## src/hw/rtl/dcs_pkg.sv

```systemverilog
// shared constants and helpers for the dichromat color simulation pipeline
// decimal coefficient table and fixed-point conversion, no dependencies
package dcs_pkg;

  // decimal scale of the coefficient table
  localparam longint DEC_DEN = 64'sd100000000;

  // number of constant weights: two plane rows, then 575 nm and 475 nm matrices
  localparam int NUM_COEF = 24;
  localparam int NUM_GROUP = NUM_COEF / 3;

  // group indexes of three-term sums
  localparam int GRP_SQLE = 0;
  localparam int GRP_SELQ = 1;
  localparam int GRP_M575 = 2;
  localparam int GRP_M475 = 5;

  // weights scaled by 1e8, rows of three in r, g, b order
  localparam longint COEF_DEC [NUM_COEF] = '{
    64'sd999000,    64'sd6647390,   64'sd73170000,
    64'sd15338400,  64'sd31662400,  64'sd5713400,
    64'sd42633100,  64'sd87510200,  64'sd8012710,
    64'sd28110000,  64'sd57119500,  -64'sd3926270,
    -64'sd1770520,  64'sd2700840,   64'sd100247000,
    64'sd75810000,  64'sd145387000, -64'sd148060000,
    64'sd11853200,  64'sd28759500,  64'sd72550100,
    -64'sd746579,   64'sd4487110,   64'sd95430300
  };

  // decimal weight to fixed point, round half away from zero
  function automatic longint to_fixed(longint dec, int frac);
    longint mag;
    longint scaled;
    mag = (dec < 0) ? -dec : dec;
    scaled = (mag * (longint'(1) << frac) + DEC_DEN / 2) / DEC_DEN;
    return (dec < 0) ? -scaled : scaled;
  endfunction

endpackage

```

## src/hw/rtl/dcs_mul_stage.sv

```systemverilog
// first pipeline stage: all constant products of the three input channels
// uses dcs_pkg for the coefficient table and fixed-point conversion
module dcs_mul_stage #(
  parameter int COEF_FRAC_BITS = 16,
  parameter int PW = COEF_FRAC_BITS + 11
) (
  input  logic                 clk,
  input  logic                 rst_n,
  input  logic                 up_valid,
  output logic                 up_ready,
  input  logic [7:0]           red,
  input  logic [7:0]           green,
  input  logic [7:0]           blue,
  output logic                 dn_valid,
  input  logic                 dn_ready,
  output logic signed [PW-1:0] prod [dcs_pkg::NUM_COEF]
);
  import dcs_pkg::*;

  localparam int CW = COEF_FRAC_BITS + 2;

  logic                 valid_r;
  logic                 valid_nxt;
  logic                 load;
  logic signed [8:0]    chan [3];
  logic signed [PW-1:0] prod_nxt [NUM_COEF];
  logic signed [PW-1:0] prod_r [NUM_COEF];

  // channels as non-negative signed operands
  assign chan[0] = $signed({1'b0, red});
  assign chan[1] = $signed({1'b0, green});
  assign chan[2] = $signed({1'b0, blue});

  // one constant multiplier per weight
  for (genvar k = 0; k < NUM_COEF; k++) begin : g_mul
    localparam longint FIX = to_fixed(COEF_DEC[k], COEF_FRAC_BITS);
    localparam logic signed [CW-1:0] COEF = CW'(FIX);
    assign prod_nxt[k] = PW'(COEF) * PW'(chan[k % 3]);
  end

  // stage handshake
  assign up_ready  = !valid_r || dn_ready;
  assign load      = up_valid && up_ready;
  assign valid_nxt = up_ready ? up_valid : valid_r;

  always_ff @(posedge clk) begin
    if (!rst_n) begin
      valid_r <= 1'b0;
    end else begin
      valid_r <= valid_nxt;
    end
  end

  always_ff @(posedge clk) begin
    if (load) begin
      prod_r <= prod_nxt;
    end
  end

  assign dn_valid = valid_r;
  assign prod     = prod_r;

endmodule

```

## src/hw/rtl/dcs_sum_stage.sv

```systemverilog
// second pipeline stage: three-term sums, half-plane test, matrix row select
// uses dcs_pkg for group indexes
module dcs_sum_stage #(
  parameter int COEF_FRAC_BITS = 16,
  parameter int PW = COEF_FRAC_BITS + 11,
  parameter int SW = PW + 2
) (
  input  logic                 clk,
  input  logic                 rst_n,
  input  logic                 up_valid,
  output logic                 up_ready,
  input  logic signed [PW-1:0] prod [dcs_pkg::NUM_COEF],
  output logic                 dn_valid,
  input  logic                 dn_ready,
  output logic signed [SW-1:0] sum [3],
  output logic                 plane
);
  import dcs_pkg::*;

  logic                 valid_r;
  logic                 valid_nxt;
  logic                 load;
  logic signed [SW-1:0] grp [NUM_GROUP];
  logic                 use475;
  logic signed [SW-1:0] sum_nxt [3];
  logic signed [SW-1:0] sum_r [3];
  logic                 plane_r;

  // dot products of every row
  for (genvar g = 0; g < NUM_GROUP; g++) begin : g_add
    assign grp[g] = SW'(prod[3*g]) + SW'(prod[3*g+1]) + SW'(prod[3*g+2]);
  end

  // ties go to the 475 nm side
  assign use475 = !(grp[GRP_SQLE] < grp[GRP_SELQ]);

  for (genvar r = 0; r < 3; r++) begin : g_sel
    assign sum_nxt[r] = use475 ? grp[GRP_M475 + r] : grp[GRP_M575 + r];
  end

  // stage handshake
  assign up_ready  = !valid_r || dn_ready;
  assign load      = up_valid && up_ready;
  assign valid_nxt = up_ready ? up_valid : valid_r;

  always_ff @(posedge clk) begin
    if (!rst_n) begin
      valid_r <= 1'b0;
    end else begin
      valid_r <= valid_nxt;
    end
  end

  always_ff @(posedge clk) begin
    if (load) begin
      sum_r   <= sum_nxt;
      plane_r <= use475;
    end
  end

  assign dn_valid = valid_r;
  assign sum      = sum_r;
  assign plane    = plane_r;

endmodule

```

## src/hw/rtl/dcs_finish_stage.sv

```systemverilog
// last pipeline stage: round, floor and clamp each channel into the output register
// standalone, width parameters come from the top level
module dcs_finish_stage #(
  parameter int COEF_FRAC_BITS = 16,
  parameter int SW = COEF_FRAC_BITS + 13
) (
  input  logic                 clk,
  input  logic                 rst_n,
  input  logic                 up_valid,
  output logic                 up_ready,
  input  logic signed [SW-1:0] sum [3],
  input  logic                 plane,
  output logic                 dn_valid,
  input  logic                 dn_ready,
  output logic [7:0]           chan [3],
  output logic                 plane_out
);

  localparam int F = COEF_FRAC_BITS;
  localparam logic signed [SW:0] HALF = (SW+1)'(longint'(1) << (F - 1));

  logic             valid_r;
  logic             valid_nxt;
  logic             load;
  logic signed [SW:0] rnd [3];
  logic [7:0]       chan_nxt [3];
  logic [7:0]       chan_r [3];
  logic             plane_r;

  // add one half, floor by dropping fraction bits, clamp to 0..255
  for (genvar c = 0; c < 3; c++) begin : g_clamp
    assign rnd[c] = (SW+1)'(sum[c]) + HALF;
    always_comb begin
      if (rnd[c][SW]) begin
        chan_nxt[c] = 8'd0;
      end else if (|rnd[c][SW-1:F+8]) begin
        chan_nxt[c] = 8'd255;
      end else begin
        chan_nxt[c] = rnd[c][F+7:F];
      end
    end
  end

  // output register handshake
  assign up_ready  = !valid_r || dn_ready;
  assign load      = up_valid && up_ready;
  assign valid_nxt = up_ready ? up_valid : valid_r;

  always_ff @(posedge clk) begin
    if (!rst_n) begin
      valid_r <= 1'b0;
    end else begin
      valid_r <= valid_nxt;
    end
  end

  always_ff @(posedge clk) begin
    if (load) begin
      chan_r  <= chan_nxt;
      plane_r <= plane;
    end
  end

  assign dn_valid  = valid_r;
  assign chan      = chan_r;
  assign plane_out = plane_r;

endmodule

```

## src/hw/rtl/dichromat_color_simulation.sv

```systemverilog
// top level of the deuteranopia color simulation pipeline
// uses dcs_pkg, dcs_mul_stage, dcs_sum_stage and dcs_finish_stage
//
// usage:
//   input channel: in_red_in, in_green_in, in_blue_in with in_valid; a transfer
//   happens on a rising edge with in_valid high and in_stall low.
//   result channel: out_red_out, out_green_out, out_blue_out and out_plane_used
//   (0 = 575 nm matrix, 1 = 475 nm matrix) with out_valid and out_stall.
//   each input color gives exactly one result, in order.
// pipeline: three register stages (product, sum/select, round/clamp); an accepted
//   color is registered in the product, sum and output registers in that order,
//   and the result transfers when out_valid is high and out_stall is low.
// throughput: one color per cycle while out_stall stays low; every stage holds one item.
// stall: each stage keeps its item while the next one is full and stalled;
//   in_stall rises only when all three stages hold items and out_stall is high.
//   out_valid comes straight from the output register.
// reset: synchronous, active low; clears all stage valid bits, the pipeline
//   starts empty and accepts input in the first cycle after reset.
module dichromat_color_simulation #(
  parameter int COEF_FRAC_BITS = 16
) (
  input  logic       clk,
  input  logic       rst_n,
  input  logic       in_valid,
  output logic       in_stall,
  input  logic [7:0] in_red_in,
  input  logic [7:0] in_green_in,
  input  logic [7:0] in_blue_in,
  output logic       out_valid,
  input  logic       out_stall,
  output logic [7:0] out_red_out,
  output logic [7:0] out_green_out,
  output logic [7:0] out_blue_out,
  output logic       out_plane_used
);
  import dcs_pkg::*;

  localparam int PW = COEF_FRAC_BITS + 11;
  localparam int SW = PW + 2;

  logic                 mul_ready;
  logic                 mul_valid;
  logic signed [PW-1:0] prod [NUM_COEF];
  logic                 sum_ready;
  logic                 sum_valid;
  logic signed [SW-1:0] sum [3];
  logic                 plane;
  logic                 fin_ready;
  logic [7:0]           chan [3];

  // constant products
  dcs_mul_stage #(
    .COEF_FRAC_BITS (COEF_FRAC_BITS),
    .PW             (PW)
  ) u_mul (
    .clk      (clk),
    .rst_n    (rst_n),
    .up_valid (in_valid),
    .up_ready (mul_ready),
    .red      (in_red_in),
    .green    (in_green_in),
    .blue     (in_blue_in),
    .dn_valid (mul_valid),
    .dn_ready (sum_ready),
    .prod     (prod)
  );

  // sums and half-plane select
  dcs_sum_stage #(
    .COEF_FRAC_BITS (COEF_FRAC_BITS),
    .PW             (PW),
    .SW             (SW)
  ) u_sum (
    .clk      (clk),
    .rst_n    (rst_n),
    .up_valid (mul_valid),
    .up_ready (sum_ready),
    .prod     (prod),
    .dn_valid (sum_valid),
    .dn_ready (fin_ready),
    .sum      (sum),
    .plane    (plane)
  );

  // round, clamp and output register
  dcs_finish_stage #(
    .COEF_FRAC_BITS (COEF_FRAC_BITS),
    .SW             (SW)
  ) u_fin (
    .clk       (clk),
    .rst_n     (rst_n),
    .up_valid  (sum_valid),
    .up_ready  (fin_ready),
    .sum       (sum),
    .plane     (plane),
    .dn_valid  (out_valid),
    .dn_ready  (!out_stall),
    .chan      (chan),
    .plane_out (out_plane_used)
  );

  assign in_stall      = !mul_ready;
  assign out_red_out   = chan[0];
  assign out_green_out = chan[1];
  assign out_blue_out  = chan[2];

  // input stalls only with every stage full and the output stalled
  a_stall_full: assert property (@(posedge clk) disable iff (!rst_n)
    in_stall |-> (mul_valid && sum_valid && out_valid && out_stall))
    else $error("input stalled with room in the pipeline");

  // an item leaving the product stage lands in the sum stage
  a_mul_adv: assert property (@(posedge clk) disable iff (!rst_n)
    (mul_valid && sum_ready) |=> sum_valid)
    else $error("item lost between product and sum stages");

  // an item leaving the sum stage lands in the output register
  a_sum_adv: assert property (@(posedge clk) disable iff (!rst_n)
    (sum_valid && fin_ready) |=> out_valid)
    else $error("item lost between sum stage and output register");

endmodule

```

## config.mk

```make
export PLATFORM = sky130hd
export DESIGN_NAME = dichromat_color_simulation
export DESIGN_NICKNAME = d
export VERILOG_FILES = /design/src/hw/rtl/dcs_pkg.sv /design/src/hw/rtl/dcs_mul_stage.sv /design/src/hw/rtl/dcs_sum_stage.sv /design/src/hw/rtl/dcs_finish_stage.sv /design/src/hw/rtl/dichromat_color_simulation.sv
export SDC_FILE = /design/constraint.sdc
export NUM_CORES = 2
export LEC_CHECK = 0
export BUFFER_PORTS_ARGS = -buffer_cell sky130_fd_sc_hd__buf_2
export CELL_PAD_IN_SITES_DETAIL_PLACEMENT = 2
export CELL_PAD_IN_SITES_GLOBAL_PLACEMENT = 2
export CORE_ASPECT_RATIO = 2
export CORE_UTILIZATION = 48
export DETAILED_ROUTE_END_ITERATION = 16
export GPL_TIMING_DRIVEN = 0
export PLACE_DENSITY = 0.84
export SYNTH_ARGS = -nofsm -noshare
export SYNTH_HDL_FRONTEND = slang
export SYNTH_HIERARCHICAL = 1
export SYNTH_SLANG_ARGS = --single-unit
```

## constraint.sdc

```tcl
create_clock -name clk -period 29 [get_ports clk]
set_input_delay 5.8 -clock clk [delete_from_list [all_inputs] [get_ports clk]]
set_output_delay 5.8 -clock clk [all_outputs]
set_load 0.01 [all_outputs]
```

==> results by stage <==
Finish:
- The filler cells instantiated in the layout total between 10000 and 15000.
- Cells with a size suffix above 1 make up 7.22% of the layout.
- The number of nets in the finished design is approximately 8400.
- The total area of multi-input combinational cells is around 46000 µm².
- The area used by sequential logic in the layout is 15000 µm².
- The area added between synthesis and finish is 8.70%.

Floorplanning:
- From bottom edge to top edge, the die measures 525 µm.
- The number of placement rows is around 190.
- The number of primary I/O pins is 55.
- From left edge to right edge, the die measures 263 µm.
- The placeable core area is around 140000 µm².
- The overall die area is between 100000 and 150000 µm².
- The initial core utilization is slightly below 50%.

Clock tree:
- The clock passes through at most 3 buffers.
- The CTS tree is yes.
- The clock latency of the later-clocked register in the worst-skew pair is ~0.73 ns.
- Buffers added to address setup during post-CTS repair amount to 0.
- In this run, post-CTS hold repair placed 0 buffers.
- In this run the number of H-tree levels came out at 2.
- TritonCTS created 55 clock buffers.
- CTS placed an instance of sky130_fd_sc_hd__clkbuf_16 at the clock tree root.
- The clock net in this run drives a total of approximately 500 sinks.
- Clock-pin slew was measured on the worst setup and hold paths at 0.06 ns.
- Post-CTS repair changed the size of 0 cells.

Global routing:
- The via count of the first global-routing pass is approximately 60000.
- In the global route stage, overall resource usage came out at a little over two fifths.
- After global routing the overflow that remains totals 0.
- The global-route wire length before repair is just over 400 mm.
- The initial antenna violation count was 40.
- The largest net degree at the start of global routing is between 70 and 80.

Timing:
- Setup violations remaining at the end of the flow were counted as 0.
- The total negative setup slack is 0 ns.
- The worst clock skew is roughly 0.043 ns.
- The number of hold-slack violations in the final timing report is 0.
- The portion of the clock cycle consumed by the worst path in the final layout is approximately 43%.
- The number of max-slew violations in the final report is 17.
- At the pin with the least slew margin, the transition time is 1.80 ns.
- For this run, the top clock speed supported by timing is about 81 MHz.
- Subtracting the final worst setup slack from the clock period gives ~12 ns.
- Setup repair after global routing left no endpoint under its margin.
- The tightest slew margin relative to the limit is -20.7%.

Route:
- In the final routed layout, each cell accounts on average for ~35 µm.
- The number of nets with antenna violations after detailed routing is 0.
- In the routed design, unresolved DRC markers number 0.
- The routed layout has 52500 vias.
- In the routed layout, each cell is associated on average with a via count of 6.15.
- The number of design-rule violations left by the first detailed-router iteration is around 3200.
- The first detailed-routing pass ran for 7 iterations.
- The total wirelength of the detailed-routed design is a little under 300 mm.

Setup path:
- For the worst setup path, the data required time is 23.20 ns.
- The critical path in this run is classified as input port to output port.
- STA classifies the critical path startpoint as an input port.
- The maximum fanout encountered on the critical timing path is 3.
- The kind of end point of the critical path is an output port.
- The arrival time of data at the critical path endpoint is 6.61 ns.

Status:
- The final reports fail on capacitance limit, slew limit.
- The run finished, with violations left.

Logic synthesis:
- After synthesis the cells add up to ~66000 µm².
- The post-synthesis area per instance is between 10 and 15 µm².
- The gate count of the mapped netlist is ~6300.
- The Yosys step of the flow raised 6 warnings.

Hold path:
- In this run the worst hold path is classified as flip-flop to flip-flop.

Flow run:
- Across the run, the number of max-cap violations was 3.

Placement:
- The count of buffers added on input and output ports is 54.
- The HPWL after detailed placement is ~240 mm.
- Routability-driven placement finished with a final weighted congestion of between 0.9 and 1.
cell usage in the layout, fill, tap and decap left out, drive strengths merged, types with 15 or more instances in the layout:
master / n
ha: 1128
inv: 947
fa: 643
edfxtp: 499
a21oi: 406
xnor2: 303
buf: 301
nor2: 262
nand2: 244
o21ai: 230
a21o: 178
diode: 159
xor2: 156
conb: 120
clkbuf: 102
nand3: 101
nor2b: 77
nor3: 77
a31oi: 73
nand2b: 72
a211oi: 61
o21a: 59
nand4: 53
o21bai: 50
and3: 44
o211ai: 26
o31ai: 24
mux2i: 23
or2: 23
clkinv: 23
or3: 22
a2111oi: 22
a211o: 21
and2: 19
nor4: 17
o22ai: 15
path summary, 6_finish.rpt:
check	startpoint	to	slack (ns)	depth (start not counted)
worst max register to register	u_mul/prod[27]	u_sum/sum[75]	20.07	21
worst max-delay path	out_stall	in_stall	16.59	7
worst min register to register	u_sum/plane	u_fin/plane_out	0.44	0
worst min-delay path	u_sum/plane	u_fin/plane_out	0.44	0
critical path, cell delays in order:
cell	delay, ns
sky130_fd_sc_hd__buf_2	0.08
sky130_fd_sc_hd__inv_1	0.03
sky130_fd_sc_hd__nand2b_1	0.15
sky130_fd_sc_hd__nand2b_1	0.17
sky130_fd_sc_hd__nand2b_1	0.19
sky130_fd_sc_hd__inv_1	0.07
sky130_fd_sc_hd__buf_2	0.12
metrics by stage:
stage	hold slack, ns	area, µm²	setup slack [ns]	std cells	utilization [%]
after floorplan	0.400	66000	12.25	6462	-
after global placement	0.409	68400	7.14	8253	50.5
after detailed placement	0.416	68900	16.34	8270	50.8
after CTS	0.435	70800	16.57	8373	52.3
after global routing	0.436	71200	16.51	8522	52.6
final	0.435	71300	16.59	8533	52.6
metal layers:
| layer | up-vias | track usage (%) | routed length, µm |
|---|---|---|---|
| met2 | 1854 | 73.5 | 147000 |
| met5 | - | 0 | 37 |
| met4 | 6 | 48.1 | 40900 |
| met3 | 1028 | 5.99 | 13300 |
| li1 | 22400 | - | - |
| met1 | 27100 | 39.7 | 93800 |
flip-flops by register name (all words and copies together) (netlist names):
| signal | count |
|---|---|
| u_fin/plane_out | 1 |
| u_mul/prod | 431 |
| u_fin/dn_valid | 1 |
| u_fin/chan | 24 |
| u_mul/dn_valid | 1 |
| u_sum/plane | 1 |
| u_sum/sum | 42 |
| u_sum/dn_valid | 1 |
layout make-up:
cell class / instances / area share, %
multi-input cells: 4746 / 64.1
clock inverters: 43 / 0.745
plain buffers: 271 / 2.61
clock buffers: 60 / 1.97
well taps: 1737 / 3.05
repair buffers: 72 / 0.843
diodes: 159 / 0.558
inverters: 943 / 4.97
flip-flops and latches: 502 / 21.1
Power is left out: the tool's default activity adds up to more than one toggle a clock period on the data nets, which glitch-free logic cannot reach.
